===== src/sv/ecip_pkg.sv =====
`timescale 1ns / 1ps
`default_nettype none

package ecip_pkg;

  // parse phases
  typedef enum logic [2:0] {
    PH_HEADER  = 3'd0,
    PH_ID      = 3'd1,
    PH_SIZE    = 3'd2,
    PH_PAYLOAD = 3'd3,
    PH_DONE    = 3'd4,
    PH_HALT    = 3'd5
  } phase_e;

  // result kinds carried on the output tuser
  typedef enum logic [3:0] {
    KIND_FINISH      = 4'd0,
    KIND_SEGMENT     = 4'd1,
    KIND_SEEKHEAD    = 4'd2,
    KIND_TIMESCALE   = 4'd3,
    KIND_DURATION    = 4'd4,
    KIND_CUE_OPEN    = 4'd5,
    KIND_CUE_TIME    = 4'd6,
    KIND_CLUSTER_POS = 4'd7,
    KIND_TRACK       = 4'd8,
    KIND_BAD_HEADER  = 4'd9,
    KIND_BAD_LENGTH  = 4'd10
  } kind_e;

  // element ids, marker bit kept
  localparam logic [63:0] ID_EBML      = 64'h1A45DFA3;
  localparam logic [63:0] ID_SEGMENT   = 64'h18538067;
  localparam logic [63:0] ID_CLUSTER   = 64'h1F43B675;
  localparam logic [63:0] ID_SEEKHEAD  = 64'h114D9B74;
  localparam logic [63:0] ID_SEGINFO   = 64'h1549A966;
  localparam logic [63:0] ID_CUES      = 64'h1C53BB6B;
  localparam logic [63:0] ID_TIMESCALE = 64'h2AD7B1;
  localparam logic [63:0] ID_DURATION  = 64'h4489;
  localparam logic [63:0] ID_CUEPOINT  = 64'hBB;
  localparam logic [63:0] ID_CUETIME   = 64'hB3;
  localparam logic [63:0] ID_TRACKPOS  = 64'hB7;
  localparam logic [63:0] ID_CUETRACK  = 64'hF7;
  localparam logic [63:0] ID_CLUSTPOS  = 64'hF1;

  localparam logic [63:0] UNKNOWN_SIZE = 64'h7FFFFFFFFFFFFFFF;

  // bytes following the first byte of a vint (first byte nonzero)
  function automatic logic [2:0] vint_extra(input logic [7:0] b);
    logic [2:0] r;
    r = 3'd7;
    for (int i = 1; i < 8; i++) begin
      if (b[i]) begin
        r = 3'(7 - i);
      end
    end
    return r;
  endfunction

  // kind reported at the end of a value payload
  function automatic kind_e payload_kind(input logic [63:0] id, input logic cue_nz);
    kind_e k;
    k = KIND_FINISH;
    if (id == ID_TIMESCALE) begin
      k = KIND_TIMESCALE;
    end else if (id == ID_DURATION) begin
      k = KIND_DURATION;
    end else if (cue_nz) begin
      if (id == ID_CUETIME) begin
        k = KIND_CUE_TIME;
      end else if (id == ID_CLUSTPOS) begin
        k = KIND_CLUSTER_POS;
      end else if (id == ID_CUETRACK) begin
        k = KIND_TRACK;
      end
    end
    return k;
  endfunction

endpackage

`default_nettype wire


===== src/sv/ebml_cue_index_parser_unit.sv =====
`timescale 1ns / 1ps
`default_nettype none

// EBML / Matroska element parser for seek and cue information.
// Input: one container byte per transfer on s_axis, in file order, starting at
// the first byte of the file. The first four bytes must be the EBML header id.
// Output: one record per reported event on m_axis: tuser holds the kind,
// tdata holds the value (bits 63:0) and the running cue count (bits 95:64),
// tlast marks the record that ends parsing (cluster reached or cues consumed).
// Header mismatch and overlong vints give one error record, then the block
// swallows every further byte without output, as it does after finishing.
// A record is registered and appears on m_axis in the cycle after the byte that caused it.
// Each byte is one pass through the element step logic (vint decode, 64-bit
// position add and cues-end compare); one byte per cycle while s_axis_tready is high.
// The output register accepts a new byte while a record waits, as long as the
// receiver takes it in the same cycle; while the receiver stalls with a record
// pending, s_axis_tready is low and nothing is lost.
// Reset (rst_ni low) returns the parser to the header check with all counters
// and positions cleared and drops any pending record.
module ebml_cue_index_parser_unit (
  input  wire logic         clk_i,
  input  wire logic         rst_ni,
  input  wire logic         s_axis_tvalid,
  output logic              s_axis_tready,
  input  wire logic [7:0]   s_axis_tdata,   // data_byte[7:0]
  output logic              m_axis_tvalid,
  input  wire logic         m_axis_tready,
  output logic [95:0]       m_axis_tdata,   // value[63:0], cue_index[95:64]
  output logic [3:0]        m_axis_tuser,   // kind[3:0]
  output logic              m_axis_tlast    // finished
);

  // parser state
  ecip_pkg::phase_e phase_q, phase_d;
  logic [1:0]  hdr_cnt_q, hdr_cnt_d;
  logic [2:0]  vint_left_q, vint_left_d;
  logic [63:0] id_acc_q, id_acc_d;
  logic [63:0] size_acc_q, size_acc_d;
  logic        size_ones_q, size_ones_d;
  logic [63:0] payload_left_q, payload_left_d;
  logic [63:0] value_acc_q, value_acc_d;
  logic [63:0] stream_pos_q, stream_pos_d;
  logic [63:0] elem_start_q, elem_start_d;
  logic [63:0] cues_end_q, cues_end_d;
  logic        cues_end_valid_q, cues_end_valid_d;
  logic [31:0] cue_count_q, cue_count_d;

  // output register
  logic             out_valid_q, out_valid_d;
  ecip_pkg::kind_e  out_kind_q, out_kind_d;
  logic [63:0]      out_value_q, out_value_d;
  logic [31:0]      out_cue_q, out_cue_d;
  logic             out_fin_q, out_fin_d;

  // step decode
  logic        accept;
  logic [7:0]  b;
  logic [63:0] pos_inc;
  logic [2:0]  extra;
  logic [2:0]  vleft_new;
  logic [63:0] id_shift;
  logic [63:0] size_new;
  logic        ones_new;
  logic [63:0] size_eff;
  logic [64:0] cues_sum;
  logic [63:0] cues_sat;
  logic [63:0] pos_after_size;
  logic        is_container;
  logic        bad_len;
  logic        hdr_last;
  logic        hdr_bad;
  logic        size_done;
  logic        pay_done;
  logic        next_elem;
  logic [63:0] pos_cmp;
  logic [63:0] cend_cmp;
  logic        cvalid_cmp;
  logic        fin;

  assign accept        = s_axis_tvalid && s_axis_tready;
  assign s_axis_tready = !out_valid_q || m_axis_tready;

  // decode of the current byte against the parser state
  always_comb begin
    b         = s_axis_tdata;
    pos_inc   = stream_pos_q + 64'd1;
    extra     = ecip_pkg::vint_extra(b);
    vleft_new = (vint_left_q == 3'd0) ? extra : 3'(vint_left_q - 3'd1);
    id_shift  = {id_acc_q[55:0], b};
    if (vint_left_q == 3'd0) begin
      size_new = {56'd0, b ^ (8'h80 >> extra)};
      ones_new = (b == (8'hFF >> extra));
    end else begin
      size_new = {size_acc_q[55:0], b};
      ones_new = size_ones_q && (b == 8'hFF);
    end
    size_eff = ones_new ? ecip_pkg::UNKNOWN_SIZE : size_new;

    cues_sum = {1'b0, pos_inc} + {1'b0, size_eff};
    cues_sat = cues_sum[64] ? '1 : cues_sum[63:0];
    pos_after_size = (id_acc_q == ecip_pkg::ID_EBML) ? (pos_inc - elem_start_q) : pos_inc;

    is_container = (id_acc_q == ecip_pkg::ID_SEGMENT) || (id_acc_q == ecip_pkg::ID_SEGINFO) ||
                   (id_acc_q == ecip_pkg::ID_CUES) || (id_acc_q == ecip_pkg::ID_CUEPOINT) ||
                   (id_acc_q == ecip_pkg::ID_TRACKPOS);

    bad_len   = ((phase_q == ecip_pkg::PH_ID) || (phase_q == ecip_pkg::PH_SIZE)) &&
                (vint_left_q == 3'd0) && (b == 8'd0);
    hdr_last  = (phase_q == ecip_pkg::PH_HEADER) && (hdr_cnt_q == 2'd3);
    hdr_bad   = hdr_last && (id_shift != ecip_pkg::ID_EBML);
    size_done = (phase_q == ecip_pkg::PH_SIZE) && !bad_len && (vleft_new == 3'd0) &&
                (id_acc_q != ecip_pkg::ID_CLUSTER);
    pay_done  = (phase_q == ecip_pkg::PH_PAYLOAD) && (payload_left_q == 64'd1);

    // where the next element header starts, and the cues end test
    next_elem  = 1'b0;
    pos_cmp    = pos_inc;
    cend_cmp   = cues_end_q;
    cvalid_cmp = cues_end_valid_q;
    if (size_done) begin
      if (is_container) begin
        next_elem = 1'b1;
        if (id_acc_q == ecip_pkg::ID_CUES) begin
          cend_cmp   = cues_sat;
          cvalid_cmp = 1'b1;
        end
      end else if (size_eff == 64'd0) begin
        next_elem = 1'b1;
        pos_cmp   = pos_after_size;
      end
    end else if (pay_done) begin
      next_elem = 1'b1;
    end
    fin = next_elem && cvalid_cmp && (pos_cmp >= cend_cmp);
  end

  // next phase
  always_comb begin
    phase_d = phase_q;
    if (accept) begin
      case (phase_q)
        ecip_pkg::PH_HEADER: begin
          if (hdr_last) begin
            phase_d = hdr_bad ? ecip_pkg::PH_HALT : ecip_pkg::PH_SIZE;
          end
        end
        ecip_pkg::PH_ID: begin
          if (bad_len) begin
            phase_d = ecip_pkg::PH_HALT;
          end else if (vleft_new == 3'd0) begin
            phase_d = ecip_pkg::PH_SIZE;
          end
        end
        ecip_pkg::PH_SIZE: begin
          if (bad_len) begin
            phase_d = ecip_pkg::PH_HALT;
          end else if (vleft_new == 3'd0) begin
            if (id_acc_q == ecip_pkg::ID_CLUSTER) begin
              phase_d = ecip_pkg::PH_DONE;
            end else if (next_elem) begin
              phase_d = fin ? ecip_pkg::PH_DONE : ecip_pkg::PH_ID;
            end else begin
              phase_d = ecip_pkg::PH_PAYLOAD;
            end
          end
        end
        ecip_pkg::PH_PAYLOAD: begin
          if (pay_done) begin
            phase_d = fin ? ecip_pkg::PH_DONE : ecip_pkg::PH_ID;
          end
        end
        default: begin
          phase_d = phase_q;
        end
      endcase
    end
  end

  // datapath updates and result forming
  always_comb begin
    ecip_pkg::kind_e k;
    logic            emit;
    logic [63:0]     v;
    logic            f;
    logic [63:0]     val_new;

    hdr_cnt_d        = hdr_cnt_q;
    vint_left_d      = vint_left_q;
    id_acc_d         = id_acc_q;
    size_acc_d       = size_acc_q;
    size_ones_d      = size_ones_q;
    payload_left_d   = payload_left_q;
    value_acc_d      = value_acc_q;
    stream_pos_d     = stream_pos_q;
    elem_start_d     = elem_start_q;
    cues_end_d       = cues_end_q;
    cues_end_valid_d = cues_end_valid_q;
    cue_count_d      = cue_count_q;
    k                = ecip_pkg::KIND_FINISH;
    emit             = 1'b0;
    v                = 64'd0;
    f                = 1'b0;
    val_new          = {value_acc_q[55:0], b};

    if (accept) begin
      case (phase_q)
        ecip_pkg::PH_HEADER: begin
          stream_pos_d = pos_inc;
          id_acc_d     = id_shift;
          if (!hdr_last) begin
            hdr_cnt_d = 2'(hdr_cnt_q + 2'd1);
          end else if (hdr_bad) begin
            emit = 1'b1;
            k    = ecip_pkg::KIND_BAD_HEADER;
          end else begin
            elem_start_d = 64'd0;
            vint_left_d  = 3'd0;
          end
        end
        ecip_pkg::PH_ID: begin
          if (bad_len) begin
            emit = 1'b1;
            k    = ecip_pkg::KIND_BAD_LENGTH;
          end else if (vint_left_q == 3'd0) begin
            elem_start_d = stream_pos_q;
            stream_pos_d = pos_inc;
            id_acc_d     = {56'd0, b};
            vint_left_d  = extra;
          end else begin
            stream_pos_d = pos_inc;
            id_acc_d     = id_shift;
            vint_left_d  = vleft_new;
          end
        end
        ecip_pkg::PH_SIZE: begin
          if (bad_len) begin
            emit = 1'b1;
            k    = ecip_pkg::KIND_BAD_LENGTH;
          end else begin
            stream_pos_d = pos_inc;
            size_ones_d  = ones_new;
            vint_left_d  = vleft_new;
            size_acc_d   = (vleft_new == 3'd0) ? size_eff : size_new;
            if (vleft_new == 3'd0) begin
              if (id_acc_q == ecip_pkg::ID_CLUSTER) begin
                // cluster header ends parsing
                emit = 1'b1;
                f    = 1'b1;
              end else if (is_container) begin
                if (id_acc_q == ecip_pkg::ID_SEGMENT) begin
                  k = ecip_pkg::KIND_SEGMENT;
                  v = elem_start_q;
                end else if (id_acc_q == ecip_pkg::ID_CUES) begin
                  cues_end_d       = cues_sat;
                  cues_end_valid_d = 1'b1;
                end else if (id_acc_q == ecip_pkg::ID_CUEPOINT) begin
                  if (cue_count_q != '1) begin
                    cue_count_d = cue_count_q + 32'd1;
                  end
                  k = ecip_pkg::KIND_CUE_OPEN;
                end
                f    = fin;
                emit = (k != ecip_pkg::KIND_FINISH) || fin;
              end else begin
                // value or skipped element
                stream_pos_d   = pos_after_size;
                value_acc_d    = 64'd0;
                payload_left_d = size_eff;
                if (id_acc_q == ecip_pkg::ID_SEEKHEAD) begin
                  k = ecip_pkg::KIND_SEEKHEAD;
                  v = elem_start_q;
                end else if (size_eff == 64'd0) begin
                  k = ecip_pkg::payload_kind(id_acc_q, cue_count_q != 32'd0);
                end
                f    = fin;
                emit = (k != ecip_pkg::KIND_FINISH) || fin;
              end
            end
          end
        end
        ecip_pkg::PH_PAYLOAD: begin
          stream_pos_d   = pos_inc;
          value_acc_d    = val_new;
          payload_left_d = payload_left_q - 64'd1;
          if (pay_done) begin
            k = ecip_pkg::payload_kind(id_acc_q, cue_count_q != 32'd0);
            if ((size_acc_q >= 64'd1) && (size_acc_q <= 64'd8)) begin
              v = val_new;
            end
            if (k == ecip_pkg::KIND_FINISH) begin
              v = 64'd0;
            end
            f    = fin;
            emit = (k != ecip_pkg::KIND_FINISH) || fin;
          end
        end
        default: begin
          emit = 1'b0;
        end
      endcase
    end

    // output register load
    out_valid_d = out_valid_q && !m_axis_tready;
    out_kind_d  = out_kind_q;
    out_value_d = out_value_q;
    out_cue_d   = out_cue_q;
    out_fin_d   = out_fin_q;
    if (emit) begin
      out_valid_d = 1'b1;
      out_kind_d  = k;
      out_value_d = v;
      out_cue_d   = cue_count_d;
      out_fin_d   = f;
    end
  end

  // state and output registers
  always_ff @(posedge clk_i or negedge rst_ni) begin
    if (!rst_ni) begin
      phase_q          <= ecip_pkg::PH_HEADER;
      hdr_cnt_q        <= 2'd0;
      vint_left_q      <= 3'd0;
      id_acc_q         <= 64'd0;
      size_acc_q       <= 64'd0;
      size_ones_q      <= 1'b0;
      payload_left_q   <= 64'd0;
      value_acc_q      <= 64'd0;
      stream_pos_q     <= 64'd0;
      elem_start_q     <= 64'd0;
      cues_end_q       <= 64'd0;
      cues_end_valid_q <= 1'b0;
      cue_count_q      <= 32'd0;
      out_valid_q      <= 1'b0;
    end else begin
      phase_q          <= phase_d;
      hdr_cnt_q        <= hdr_cnt_d;
      vint_left_q      <= vint_left_d;
      id_acc_q         <= id_acc_d;
      size_acc_q       <= size_acc_d;
      size_ones_q      <= size_ones_d;
      payload_left_q   <= payload_left_d;
      value_acc_q      <= value_acc_d;
      stream_pos_q     <= stream_pos_d;
      elem_start_q     <= elem_start_d;
      cues_end_q       <= cues_end_d;
      cues_end_valid_q <= cues_end_valid_d;
      cue_count_q      <= cue_count_d;
      out_valid_q      <= out_valid_d;
    end
  end

  // record payload, no reset needed
  always_ff @(posedge clk_i) begin
    out_kind_q  <= out_kind_d;
    out_value_q <= out_value_d;
    out_cue_q   <= out_cue_d;
    out_fin_q   <= out_fin_d;
  end

  assign m_axis_tvalid = out_valid_q;
  assign m_axis_tdata  = {out_cue_q, out_value_q};
  assign m_axis_tuser  = out_kind_q;
  assign m_axis_tlast  = out_fin_q;

endmodule

`default_nettype wire


===== config.mk =====
export PLATFORM = sky130hd
export DESIGN_NAME = ebml_cue_index_parser_unit
export DESIGN_NICKNAME = d
export VERILOG_FILES = /design/src/sv/ecip_pkg.sv /design/src/sv/ebml_cue_index_parser_unit.sv
export SDC_FILE = /design/constraint.sdc
export NUM_CORES = 2
export LEC_CHECK = 0
export ABC_AREA = 1
export BUFFER_PORTS_ARGS = -buffer_cell sky130_fd_sc_hd__buf_2
export CORE_ASPECT_RATIO = 1.4
export CORE_MARGIN = 10
export CORE_UTILIZATION = 45
export DETAILED_ROUTE_END_ITERATION = 16
export GPL_TIMING_DRIVEN = 1
export SYNTH_ARGS = -nofsm -noshare
export SYNTH_HDL_FRONTEND = slang
export SYNTH_SLANG_ARGS = --single-unit

===== constraint.sdc =====
create_clock -name clk_i -period 14.03 [get_ports clk_i]
set_clock_uncertainty 0.2 [all_clocks]
set_input_delay 0 -clock clk_i [delete_from_list [all_inputs] [get_ports clk_i]]
set_output_delay 0 -clock clk_i [all_outputs]
set_load 0.02 [all_outputs]

== Word level (Yosys, flattened, before mapping) ==
Cells that the tools add are included.

* Equal/unequal tests: 34
* $add $sub $neg: 7
* Reductions and logical operators: 51
* Bitwise logic cells: 5
* Shift operators: 2
* Order comparisons: 3
* Multiplexer cells: 139

{| class="wikitable"
|+ Operators by type and width
! kind !! number
|-
| 64-bit two-way mux || 35
|-
| 64-bit case mux with 2 select lines || 4
|-
| 64-bit by 29-bit == test with 1-bit output, second input constant || 6
|-
| 64-bit by 8-bit == test with 1-bit output, second input constant || 5
|-
| 32-bit two-way mux || 10
|-
| 56-bit two-way mux || 4
|-
| 64-bit case mux with 3 select lines || 1
|-
| 64-bit by 29-bit != test with 1-bit output, second input constant || 2
|-
| 4-bit two-way mux || 31
|-
| 56-bit case mux with 2 select lines || 1
|-
| 3-bit two-way mux || 24
|-
| 64-bit by 64-bit adder with 65-bit output || 1
|-
| 64-bit by 1-bit adder with 64-bit output, second input constant || 1
|-
| 64-bit by 1-bit == test with 1-bit output, second input constant || 1
|-
| 64-bit by 15-bit == test with 1-bit output, second input constant || 1
|-
| 64-bit by 22-bit == test with 1-bit output, second input constant || 1
|-
| 64-bit by 1-bit >= comparator with 1-bit output, second input constant || 1
|-
| 64-bit >= comparator || 1
|-
| 64-bit by 4-bit <= comparator with 1-bit output, second input constant || 1
|-
| 64-bit zero test || 1
|-
| 64-bit by 1-bit subtractor with 64-bit output, second input constant || 1
|-
| 64-bit subtractor || 1
|-
| 32-bit by 1-bit adder with 32-bit output, second input constant || 1
|-
| 32-bit != test, second input constant || 1
|-
| 35 further kinds || 105
|}

* Output and inout bits: 103
* Logic and storage cells: 259
* Register bits after elaboration: 584

== Logic depth before layout (Yosys ltp) ==
* Depth after elaboration: 29
* Mapped depth: 50
* Depth with buffers taken out: 48

== Least setup slack after synthesis ==
No wires, ideal clock.

* Path kind: register to register
* Start: register stream_pos_q[0]
* End: register out_fin_q (netlist: m_axis_tlast), enable pin
* Arrival: 7.233 ns
* Data required time: 13.375 ns
* Buffers on the path: 0
* Setup slack: 6.142 ns
* Cell stages (with the launch flop): 44
* Clock period less this slack: 7.888 ns
* Cells stage by stage: dfrtp_1 -> ha_1 -> nand3_2 -> inv_2 -> nand2_2 -> nor2_2 -> nand3_1 -> nor2_2 -> nand3_1 -> nor3_2 -> nand2_1 -> nor3_2 -> xor2_1 -> inv_1 -> ha_1 -> nand2_1 -> nor2_1 -> inv_1 -> [8 not listed] -> ha_1 -> nand2_1 -> inv_1 -> nand3_1 -> or3_1 -> inv_1 -> nand2_1 -> nor2_1 -> nand4_1 -> nand3_1 -> nand3_1 -> nand2_1 -> nor2_1 -> nand2_1 -> nand2_1 -> nand2_1 -> nand2_1 -> inv_1

* Cells in the longest elaborated chain, start to end: 15
* Elaborated cells between the ends (all ways): 23
* Classes of those cells: add/sub: 3; order compare: 1; mux: 15; reduce/logical: 4

{| class="wikitable"
|+ RTL lines
! element !! RTL line !! source
|-
| start: declaration || ebml_cue_index_parser_unit.sv:42 || <nowiki>logic [63:0] stream_pos_q, stream_pos_d;</nowiki>
|-
| start signal: assignment || ebml_cue_index_parser_unit.sv:344 || <nowiki>stream_pos_q <= stream_pos_d;</nowiki>
|-
| 64-bit by 1-bit adder with 64-bit output (*) || ebml_cue_index_parser_unit.sv:86 || <nowiki>pos_inc = stream_pos_q + 64'd1;</nowiki>
|-
| 64-bit subtractor / 64-bit by 64-bit adder with 65-bit output (equally long branches) || ebml_cue_index_parser_unit.sv:101, ebml_cue_index_parser_unit.sv:99 ||
|-
| 64-bit two-way mux, on equally long branches || ebml_cue_index_parser_unit.sv:101, ebml_cue_index_parser_unit.sv:100 ||
|-
| 64-bit two-way mux, on equally long branches || n/a ||
|-
| 64-bit two-way mux || ebml_cue_index_parser_unit.sv:121 || <nowiki>if (is_container) begin</nowiki>
|-
| 64-bit two-way mux || ebml_cue_index_parser_unit.sv:120 || <nowiki>if (size_done) begin</nowiki>
|-
| 64-bit >= comparator (*) || ebml_cue_index_parser_unit.sv:134 || <nowiki>fin = next_elem && cvalid_cmp && (pos_cmp >= cend_cmp);</nowiki>
|-
| 1-bit logical AND (*) || ebml_cue_index_parser_unit.sv:134 ||
|-
| 1-bit logical OR, on equally long branches || ebml_cue_index_parser_unit.sv:276, ebml_cue_index_parser_unit.sv:263 ||
|-
| 1-bit two-way mux || ebml_cue_index_parser_unit.sv:249 || <nowiki>end else if (is_container) begin</nowiki>
|-
| 1-bit two-way mux || ebml_cue_index_parser_unit.sv:245 || <nowiki>if (id_acc_q == ecip_pkg::ID_CLUSTER) begin</nowiki>
|-
| 1-bit two-way mux || ebml_cue_index_parser_unit.sv:244 || <nowiki>if (vleft_new == 3'd0) begin</nowiki>
|-
| 1-bit two-way mux || ebml_cue_index_parser_unit.sv:236 || <nowiki>if (bad_len) begin</nowiki>
|-
| 1-bit case mux with 4 select lines (*) || ebml_cue_index_parser_unit.sv:206 || <nowiki>case (phase_q)</nowiki>
|-
| 1-bit two-way mux (*) || ebml_cue_index_parser_unit.sv:205 || <nowiki>if (accept) begin</nowiki>
|-
| end signal: assignment || ebml_cue_index_parser_unit.sv:358 || <nowiki>out_fin_q <= out_fin_d;</nowiki>
|-
| end: declaration || ebml_cue_index_parser_unit.sv:53 || <nowiki>logic out_fin_q, out_fin_d;</nowiki>
|}

Mark *: on every way between the ends. The rest lies on a longest branch, timed or not.
A chain may end at the register's enable or synchronous reset.

== Worst setup path after layout ==
* Start: register vint_left_q[0]
* End: register out_value_q[38], enable pin

* Cells in the longest elaborated chain, start to end: 20
* Elaborated cells between the ends (all ways): 49
* Classes of those cells: add/sub: 2; order compare: 1; mux: 31; reduce/logical: 15

{| class="wikitable"
|+ RTL lines
! element !! RTL line !! source
|-
| start: declaration || ebml_cue_index_parser_unit.sv:36 || <nowiki>logic [2:0] vint_left_q, vint_left_d;</nowiki>
|-
| start signal: assignment || ebml_cue_index_parser_unit.sv:338 || <nowiki>vint_left_q <= vint_left_d;</nowiki>
|-
| parallel branches: the longest is 18 deep, another holds 64-bit by 64-bit adder with 65-bit output || n/a ||
|-
| 1-bit case mux with 4 select lines (*) || ebml_cue_index_parser_unit.sv:206 ||
|-
| 1-bit two-way mux (*) || ebml_cue_index_parser_unit.sv:205 ||
|-
| end signal: assignment || ebml_cue_index_parser_unit.sv:356 || <nowiki>out_value_q <= out_value_d;</nowiki>
|-
| end: declaration || ebml_cue_index_parser_unit.sv:51 || <nowiki>logic [63:0] out_value_q, out_value_d;</nowiki>
|}

Every way passes the cells marked *. The select of a mux whose other input is x is not followed.

==> flow_summary.json <==
{
  "outcome": "complete, no violations",
  "die_h_um": 388,
  "required_ns": 14.11,
  "clock_latency_ns": 0.66,
  "path_buf_inv": 10,
  "yosysSeqAreaShare_pct": 34.7,
  "start_util_pct": 45.2,
  "setup.worst_path.start_class": "flop",
  "fillCellCount": 9857,
  "fin_tns_setup_ns": 0,
  "multi_input_area_um2": 24400,
  "design_area_um2": 47700,
  "period_needed_ns": 9.68,
  "grt_max_degree": 123,
  "ioPinCount": 115,
  "fin_util_pct": 49.4,
  "worstPathMaxFanout": 79,
  "fin_nets": 6421,
  "met3_length_um": 10700,
  "synth_top_area_cell": "dfrtp_1",
  "rows": 135,
  "final-seq-area_um2": 15100,
  "pre_cts_ws_ns": 4.54,
  "syn_inst": 6206,
  "worstSetupPathType": "flop to flop",
  "synth_seq_cells": 584,
  "viasPerCell": 5.82,
  "ctsHoldBuffers": 15,
  "slowest_stage": "buf_4",
  "ir_worst_vdd_v": 0.0000836,
  "cp_top_family": "simple AND/OR/NAND/NOR gates",
  "drt-wirelength-per-cell_um": 23.6,
  "fin_crit_sh_pct": 69.0,
  "antenna_found_initial": 2,
  "drcViolationCount": 0,
  "drtAntennaViolNets": 0,
  "worst_pin_slew_ns": 1.23,
  "p_leak_nw": 22.2,
  "post_cts_buffers": 0,
  "synth_area_leaders": "dfrtp_1, nand2_1, edfxtp_1",
  "power_density_nw_per_um2": 86.2,
  "yosysUniqueCellTypes": 70,
  "routed_wl_um": 178000,
  "critPathCaptureType": "flop",
  "grt_setup_unrepaired": "no",
  "core_area_um2": 96400,
  "met1_length_um": 68900,
  "synth_area_um2": 43600,
  "post_cts_resized": 0,
  "gp_congestion": 0.999,
  "syn_nets": 6419,
  "drv_cap": 0,
  "drt_iter0_markers": 4262,
  "arrival_ns": 9.76,
  "synth_edf_count": 101,
  "area_growth_syn_to_layout_pct": 9.36,
  "cpPeakStageDelay_ns": 0.70,
  "max_freq_mhz": 103,
  "p_total_w": 0.00411,
  "ys_warn_count": 0,
  "top_layer_used": "met4",
  "async_flop_share_pct": 82.7,
  "routed-wl-met2_um": 85000,
  "cts.sinks": 584,
  "die_w_um": 283,
  "dieArea_um2": 110000,
  "numPortBuffers": 114,
  "crit_top_cell": "nand2_1",
  "path_clk_slew_ns": 0.06,
  "maxSlewHeadroom_pct": 17.5,
  "clock_path_buffers": 3,
  "first_pass_iters": 6,
  "drive_gt1_share_pct": 6.96,
  "hold_viol_final": 0,
  "grt_pass1_vias": 42500,
  "grt_first_pass_wirelength_um": 265000,
  "dp_hpwl_um": 140000,
  "syn_area_per_cell_um2": 7.02,
  "synthFlopType": "dfrtp_1",
  "synth_top_area_share_pct": 27.7,
  "clock-root-buffer": "clkbuf_16",
  "hp-class": "input port to flop",
  "placed_area_um2": 45200,
  "cts_tree": "yes",
  "track_usage_pct": 31.4,
  "worst_slack_ns": 4.35,
  "htreeDepth": 3,
  "gr-total-overflow": 0,
  "setup_viol": 0,
  "route.vias.total": 44000,
  "slew_violations": 0,
  "numCtsBuffers": 68
}
cell usage after synthesis (101+ instances only):
| library cell | n |
|---|---|
| o21ai_0 | 573 |
| ha_1 | 199 |
| nand4_1 | 159 |
| nand3_1 | 468 |
| clkbuf_1 | 146 |
| a21oi_1 | 405 |
| nand2_1 | 1213 |
| edfxtp_1 | 101 |
| nor3_1 | 109 |
| xor2_1 | 146 |
| dfrtp_1 | 483 |
| inv_1 | 789 |
| nor2_1 | 640 |
power by group:
group	switching, W	internal, W	total (W)
Clock	0.000810	0.00105	0.00186
Combinational	0.000332	0.000133	0.000465
Sequential	0.0000353	0.00175	0.00179
Total	0.00118	0.00293	0.00411
cell usage in the layout (no fill, tap or decap), types with 49 or more instances in the layout:
cell type  count
buf_2        113
clkbuf_16     68
ha_1         199
nor3_1       108
xor2_1       146
o21ai_0      573
nand3_1      467
dfrtp_1      483
nand2_1     1207
nor2_1       637
o22ai_1       80
inv_1        784
nor4_1        49
a21oi_1      405
nand4_1      159
edfxtp_1     101
cells by family after synthesis:
kind of cell / count (synthesis) / share of synthesized area (%)
buffers and inverters: 1076 / 9.54
and+or+nand+nor: 2751 / 27.9
adders and majority gates: 201 / 5.80
xor gates and xnor gates: 194 / 3.95
DFF: 584 / 34.7
muxes: 10 / 0.238
AOI/OAI and AO/OA: 1390 / 17.9
state kept, by name (all words and copies together) (netlist names), 56 cells and up:
| name | count |
|---|---|
| size_acc_q | 64 |
| cues_end_q | 64 |
| out_value_q | 64 |
| stream_pos_q | 64 |
| payload_left_q | 64 |
| id_acc_q | 64 |
| elem_start_q | 64 |
| value_acc_q | 56 |
worst register-to-register path, delay by kind of cell (launching register included):
kind / cells / cell delay [ns]
AND/OR/NAND/NOR: 21 / 3.82
buffers and inverters: 10 / 3.15
adder cells (fa/ha/maj): 3 / 0.79
flip-flops: 1 / 0.35
AO/OA/AOI/OAI: 5 / 0.96
metal layers:
layer | GRT usage [%] | vias up
li1 | - | 20900
met1 | 36.8 | 21000
met2 | 52.7 | 1706
met3 | 4.44 | 465
met4 | 22.1 | 0
met5 | 0 | -
through the flow:
stage	cells	hold WS, ns
6_report	7565	0.136
5_1_grt	7562	0.188
4_1_cts	7562	0.117
3_5_place_dp	7424	-0.0929
3_3_place_gp	7424	-0.0903
2_1_floorplan	6206	-0.496
final cells by class:
class / instances / share of cell area [%]
clock inverter: 32 / 0.753
antenna: 3 / 0.0157
sequential: 584 / 31.7
timing repair buffer: 177 / 2.35
inverter: 831 / 6.56
clock buffer: 91 / 4.02
multi-input combinational: 4546 / 51.2
tap: 1301 / 3.41
worst paths after layout:
check                                 start  slack (ns)               end  cells after the start
hold reg to reg            cues_end_valid_q        0.26  cues_end_valid_q                      2
max in group asynchronous            rst_ni       11.01   value_acc_q[35]                      6
setup / recovery             vint_left_q[0]        4.35   out_value_q[38]                     39
hold / removal                s_axis_tvalid        0.14   m_axis_tuser[2]                      4
min in group asynchronous            rst_ni        0.39     size_acc_q[9]                      4
setup reg to reg             vint_left_q[0]        4.35   out_value_q[38]                     39
Power figures use the tool's default switching activity.
